### config.mk
export PLATFORM = sky130hd
export DESIGN_NAME = audio_frame_sequencer_top
export DESIGN_NICKNAME = d
export VERILOG_FILES = /design/src/sv/afs_pkg.sv /design/src/sv/afs_core.sv /design/src/sv/audio_frame_sequencer_top.sv
export SDC_FILE = /design/constraint.sdc
export NUM_CORES = 1
export LEC_CHECK = 0
export ABC_AREA = 1
export BUFFER_PORTS_ARGS = -buffer_cell sky130_fd_sc_hd__buf_2
export CORE_UTILIZATION = 30
export DETAILED_ROUTE_END_ITERATION = 10
export PLACE_DENSITY = 0.48
export SYNTH_ARGS = -nofsm -noshare
export SYNTH_HDL_FRONTEND = slang
export SYNTH_SLANG_ARGS = --single-unit
### constraint.sdc
create_clock -name clk -period 4.85 [get_ports clk]
set_input_delay 0 -clock clk [delete_from_list [all_inputs] [get_ports clk]]
set_output_delay 0 -clock clk [all_outputs]
set_load 0.01 [all_outputs]
### src/sv/afs_pkg.sv
package afs_pkg;

  typedef enum logic [1:0] {
    CMD_TICK      = 2'd0,
    CMD_CTRL      = 2'd1,
    CMD_READ_CLR  = 2'd2,
    CMD_PEEK      = 2'd3
  } cmd_t;

  localparam int unsigned COUNT_W = 15;

  localparam logic [COUNT_W-1:0] QUARTER_A = 15'd3728;
  localparam logic [COUNT_W-1:0] HALF_A    = 15'd7456;
  localparam logic [COUNT_W-1:0] QUARTER_B = 15'd11185;
  localparam logic [COUNT_W-1:0] END_FOUR  = 15'd14914;
  localparam logic [COUNT_W-1:0] END_FIVE  = 15'd18640;

  localparam int unsigned CTRL_FIVE_STEP_BIT = 7;
  localparam int unsigned CTRL_INHIBIT_BIT   = 6;

  typedef struct packed {
    cmd_t       command;
    logic       cycle_odd;
    logic [7:0] write_data;
    logic       pulse1_active;
    logic       pulse2_active;
    logic       triangle_active;
    logic       noise_active;
    logic       sample_busy;
    logic       sample_irq;
  } item_t;

  typedef struct packed {
    logic       quarter_clock;
    logic       half_clock;
    logic [7:0] status_data;
    logic       frame_irq;
  } result_t;

endpackage

### src/sv/afs_core.sv
module afs_core (
  input  logic            clk,
  input  logic            rst,
  input  logic            step_en,
  input  afs_pkg::item_t  item,
  output afs_pkg::result_t result
);
  import afs_pkg::*;

  logic [COUNT_W-1:0] frame_count;
  logic [COUNT_W-1:0] frame_count_next;
  logic               reset_pending;
  logic               reset_pending_next;
  logic               frame_irq_flag;
  logic               frame_irq_flag_next;
  logic               five_step_mode;
  logic               five_step_mode_next;
  logic               irq_inhibit;
  logic               irq_inhibit_next;

  logic [COUNT_W-1:0] cnt_base;
  logic               seq_done;
  logic               qc;
  logic               hc;
  logic [7:0]         status;

  always_comb begin
    frame_count_next    = frame_count;
    reset_pending_next  = reset_pending;
    frame_irq_flag_next = frame_irq_flag;
    five_step_mode_next = five_step_mode;
    irq_inhibit_next    = irq_inhibit;
    cnt_base            = frame_count;
    seq_done            = 1'b0;
    qc                  = 1'b0;
    hc                  = 1'b0;
    status              = 8'd0;
    case (item.command)
      CMD_TICK: begin
        if (item.cycle_odd) begin
          if (reset_pending) begin
            cnt_base           = '0;
            reset_pending_next = 1'b0;
            if (five_step_mode) begin
              hc = 1'b1;
            end
          end
          if (cnt_base == QUARTER_A || cnt_base == QUARTER_B) begin
            qc = 1'b1;
          end else if (cnt_base == HALF_A) begin
            hc = 1'b1;
          end else if (cnt_base == END_FOUR && !five_step_mode) begin
            hc       = 1'b1;
            seq_done = 1'b1;
            if (!irq_inhibit) begin
              frame_irq_flag_next = 1'b1;
            end
          end else if (cnt_base == END_FIVE && five_step_mode) begin
            hc       = 1'b1;
            seq_done = 1'b1;
          end
          frame_count_next = seq_done ? '0 : cnt_base + COUNT_W'(1);
        end
      end
      CMD_CTRL: begin
        five_step_mode_next = item.write_data[CTRL_FIVE_STEP_BIT];
        irq_inhibit_next    = item.write_data[CTRL_INHIBIT_BIT];
        reset_pending_next  = 1'b1;
        if (item.write_data[CTRL_INHIBIT_BIT]) begin
          frame_irq_flag_next = 1'b0;
        end
      end
      CMD_READ_CLR, CMD_PEEK: begin
        status = {item.sample_irq, frame_irq_flag, 1'b0, item.sample_busy,
                  item.noise_active, item.triangle_active,
                  item.pulse2_active, item.pulse1_active};
        if (item.command == CMD_READ_CLR) begin
          frame_irq_flag_next = 1'b0;
        end
      end
      default: begin
      end
    endcase
  end

  assign result.quarter_clock = qc | hc;
  assign result.half_clock    = hc;
  assign result.status_data   = status;
  assign result.frame_irq     = frame_irq_flag_next;

  always_ff @(posedge clk) begin
    if (rst) begin
      frame_count    <= '0;
      reset_pending  <= 1'b0;
      frame_irq_flag <= 1'b0;
      five_step_mode <= 1'b0;
      irq_inhibit    <= 1'b0;
    end else if (step_en) begin
      frame_count    <= frame_count_next;
      reset_pending  <= reset_pending_next;
      frame_irq_flag <= frame_irq_flag_next;
      five_step_mode <= five_step_mode_next;
      irq_inhibit    <= irq_inhibit_next;
    end
  end

endmodule

### src/sv/audio_frame_sequencer_top.sv
// Channel  Dir  Width            Contents
// s_axis   in   tdata 16, user 2 one request: tick, control write, status read/peek
// m_axis   out  tdata 16         one result per request
//
// Each request is registered at the input, evaluated combinationally against
// the sequencer state, and registered at the output.
// Sustained rate is one request per cycle while the output is not stalled;
// the state update is one compare chain and a 15-bit increment.
// rst is synchronous and clears the count, flags, mode and both valid stages.
// A stalled output holds its result; the input stage keeps accepting until it
// also holds a request.
module audio_frame_sequencer_top (
  input  logic        clk,
  input  logic        rst,
  input  logic        s_axis_tvalid,
  output logic        s_axis_tready,
  // [0] cycle_odd, [8:1] write_data, [9] pulse1_active, [10] pulse2_active,
  // [11] triangle_active, [12] noise_active, [13] sample_busy, [14] sample_irq,
  // [15] zero
  input  logic [15:0] s_axis_tdata,
  // [1:0] command
  input  logic [1:0]  s_axis_tuser,
  output logic        m_axis_tvalid,
  input  logic        m_axis_tready,
  // [0] quarter_clock, [1] half_clock, [9:2] status_data, [10] frame_irq,
  // [15:11] zero
  output logic [15:0] m_axis_tdata
);
  import afs_pkg::*;

  logic    in_valid;
  item_t   in_item;
  logic    out_free;
  logic    advance;
  result_t step_result;

  assign out_free      = !m_axis_tvalid || m_axis_tready;
  assign advance       = in_valid && out_free;
  assign s_axis_tready = !in_valid || out_free;

  always_ff @(posedge clk) begin
    if (rst) begin
      in_valid <= 1'b0;
    end else if (s_axis_tready) begin
      in_valid <= s_axis_tvalid;
    end
  end

  always_ff @(posedge clk) begin
    if (s_axis_tready && s_axis_tvalid) begin
      in_item.command         <= cmd_t'(s_axis_tuser);
      in_item.cycle_odd       <= s_axis_tdata[0];
      in_item.write_data      <= s_axis_tdata[8:1];
      in_item.pulse1_active   <= s_axis_tdata[9];
      in_item.pulse2_active   <= s_axis_tdata[10];
      in_item.triangle_active <= s_axis_tdata[11];
      in_item.noise_active    <= s_axis_tdata[12];
      in_item.sample_busy     <= s_axis_tdata[13];
      in_item.sample_irq      <= s_axis_tdata[14];
    end
  end

  afs_core u_core (
    .clk     (clk),
    .rst     (rst),
    .step_en (advance),
    .item    (in_item),
    .result  (step_result)
  );

  always_ff @(posedge clk) begin
    if (rst) begin
      m_axis_tvalid <= 1'b0;
    end else if (out_free) begin
      m_axis_tvalid <= in_valid;
    end
  end

  always_ff @(posedge clk) begin
    if (advance) begin
      m_axis_tdata <= {5'd0, step_result.frame_irq, step_result.status_data,
                       step_result.half_clock, step_result.quarter_clock};
    end
  end

endmodule

==> flow_summary_export.csv <==
group,metric,value,unit
status,status,"finished clean",
sta,hold_viol_final,0,
worst_setup_path,critPathLaunch,"u_core.reset_pending$_SDFFE_PP0P_",
worst_setup_path,worst-endpoint-arrival,2.36,ns
clock_tree,clkLatencyLatePin,0.30,ns
finish,area_delta_synth_final,16.2,%
synthesis,netlist_instances,308,
synthesis,ys.flop_type,"edfxtp_1",
finish,layout-drive-gt1-share,17.6,%
route,drtIter0Drc,157,
worst_setup_path,cp.required,5.09,ns
worst_setup_path,critPathCapture,"u_core.frame_count[14]$_SDFFE_PP0P_",
finish,final_cell_mix,"nand2_1 (75), nor2_1 (44), inv_1 (39), buf_2 (26), nand3_1 (23)",
place,place.gp.congestion,0.873,
hold_path,hold_path_class,"input pin to register",
power_and_ir_drop,p_leak,0.00118,µW
worst_setup_path,rr_endpoint,"u_core.frame_count[14]$_SDFFE_PP0P_",
worst_setup_path,r2r_setup_slack,2.73,ns
synthesis,synth_area_leader_cell,"edfxtp_1",
sta,clock.fmax,472,MHz
die,start_util,30.9,%
die,dieArea,8310,µm²
synthesis,async_flop_share,0,%
worst_setup_path,reg2reg_from,"u_core.reset_pending$_SDFFE_PP0P_",
power_and_ir_drop,swShare,24.3,%
finish,num_antenna_cells,0,
sta,period_share,43.6,%
power_and_ir_drop,internal_power,506,µW
clock_tree,root_buffer,"clkbuf_8",
sta,setup_viol,0,
die,die_w,91.2,µm
die,top_level_ports,40,
route,dr.pass1.iters,4,
synthesis,synth_top_area_share,26.4,%
place,placed_area,2550,µm²
worst_setup_path,path_max_fanout,24,
route,wl,5180,µm
global_routing,grt_usage,13.4,%
place,dp_cells,428,
global_routing,antenna_found_initial,0,
hold_path,hp-start,"rst",
worst_setup_path,worst_r2r_path_depth,12,
sta,tns,0,ns
power_and_ir_drop,powerDensity,241,nW/µm²
synthesis,yosys_warnings,0,
route,antenna_left,0,
clock_tree,cts_tree,"done",
worst_setup_path,start_kind,"register",
run,cap_viol_max_count,0,
power_and_ir_drop,p_seq_share,58.7,%
synthesis,synth_edf_count,21,
worst_setup_path,endpoint_kind,"register",
finish,final-instance-count-excl-fill,449,
hold_path,hold_depth,2,
route,wl_per_cell,11.5,µm
sta,whs,0.107,ns
global_routing,grt_overflow,0,
route,vias_per_cell,4.35,
sta,fin_crit,2.12,ns
route,drc_errors,0,
clock_tree,post-cts-setup-buffer-count,0,
finish,nets,372,
global_routing,grt_pass1_wl,8800,µm
synthesis,ys_seq_area_share,44.0,%
synthesis,ys_ff_latch,42,
sta,drv_slew,0,
sta,grt_setup_unrepaired,"no",
finish,final_common_cell,"nand2_1",
die,num_rows,32,
route,vias,1954,
power_and_ir_drop,combinationalPowerShare,6.9,%
sta,finalClockSkew,0.0100,ns
place,port_buffers,26,
clock_tree,cts_buffers,5,
die,dieHeight,91.2,µm
worst_setup_path,criticalPathCategory,"register to register",
power_and_ir_drop,vdd.ir_drop.worst,125,µV
global_routing,grt_pass1_vias,1831,
clock_tree,clk_pin_slew,0.09,ns
power_and_ir_drop,clkPwrFrac,34.5,%
synthesis,avgSynthCellArea,7.75,µm²
power_and_ir_drop,switchingPower,162,µW
clock_tree,htreeDepth,2,
clock_tree,clock_path_buffers,2,
synthesis,syn_area,2390,µm²
clock_tree,cts_sinks,42,
synthesis,yosysUniqueCellTypes,33,
global_routing,grt_max_degree,25,
finish,final_cell_area,2770,µm²
synthesis,synth_area_leaders,"edfxtp_1 (26%), dfxtp_1 (18%), nand2_1 (12%), nor2_1 (6.9%), inv_1 (6.1%)",
die,core_area,7730,µm²
place,detailed_place_hpwl,3690,µm
final cells by class:
class                   instances  area (µm²)
well taps                     102         128
multi-input cells             215        1080
clock buffers                   6        72.6
inverters                      43         166
repair buffers                 39         260
flip-flops and latches         42        1050
clock inverters                 2        13.8
fillers                       824        4960
layer usage:
| layer | up-vias | share of wire, % | GRT usage (%) |
|---|---|---|---|
| met1 | 863 | 50 | 18.0 |
| met4 | 0 | 2.8 | 7.28 |
| met3 | 12 | 3.1 | 2.76 |
| met2 | 39 | 44 | 20.3 |
| li1 | 1040 | - | - |
| met5 | - | 0 | 0 |
synth_stat cells, drive strengths merged (2+ instances only):
cell	count
xor2	4
clkbuf	2
nand3	28
ha	4
buf	11
dfxtp	21
inv	42
edfxtp	21
o21ai	6
nor2	53
nor3	4
nand2	82
nand4	8
a21oi	17
worst min-delay path by stage:
stage                                                     to  slack, ns
after floorplan                         in_item[0]$_DFFE_PP_        0.1
after global placement                  in_item[1]$_DFFE_PP_       0.18
after detailed placement               in_item[13]$_DFFE_PP_       0.18
after CTS                 u_core.frame_count[9]$_SDFFE_PP0P_       0.11
after global routing      u_core.frame_count[9]$_SDFFE_PP0P_       0.13
final                     u_core.frame_count[9]$_SDFFE_PP0P_       0.11
registers in the layout, summed over array words and instances (netlist names):
register	cells
m_axis_tdata	10
u_core.frame_irq_flag	1
u_core.five_step_mode	1
in_valid	1
u_core.frame_count	15
in_item	11
m_axis_tvalid	1
u_core.irq_inhibit	1
u_core.reset_pending	1
kinds of logic after synthesis:
| logic type | after synthesis | share of synthesized area, % |
|---|---|---|
| simple gates | 176 | 34.8 |
| buf+inv | 56 | 11.5 |
| flops | 42 | 44.0 |
| compound gates | 24 | 5.61 |
| xor+xnor | 5 | 1.84 |
| fa+ha+maj | 4 | 2.10 |
| other cells | 1 | 0.157 |
critical path: stages (launching register included):
cell and delay [ns]:
dfxtp_1 0.45, inv_6 0.24, nand2_1 0.15, inv_1 0.16, ha_1 0.22, nand4_2 0.19, nor2_2 0.21, nand3_1 0.10
nand2_1 0.07, nand2_1 0.04, nor2_1 0.10, nor2_1 0.05, nor2_1 0.07
power by group through the flow:
stage / combinational (µW) / clock (µW) / sequential [µW]
finish: 45.9 / 231 / 392
global route: 52.1 / 248 / 394
CTS: 46.5 / 239 / 392
detailed placement: 38.3 / 0 / 401
global placement: 38.2 / 0 / 400
floorplan: 30.0 / 0 / 400
through the flow:
stage               setup WS, ns  total power (µW)  utilization, %
finish                      2.73               669            35.9
CTS                         2.73               678            35.9
floorplan                   3.13               430               -
global route                2.49               695            35.9
detailed placement          2.77               439            33.1
global placement            2.76               439            33.1
repair_timing:
action / 4_1_cts / 5_1_grt
gates resized for setup: 0 / 0
hold buffers: 13 / 0
endpoints found under the hold margin: 13 / 0
(Power assumes the default switching activity.)
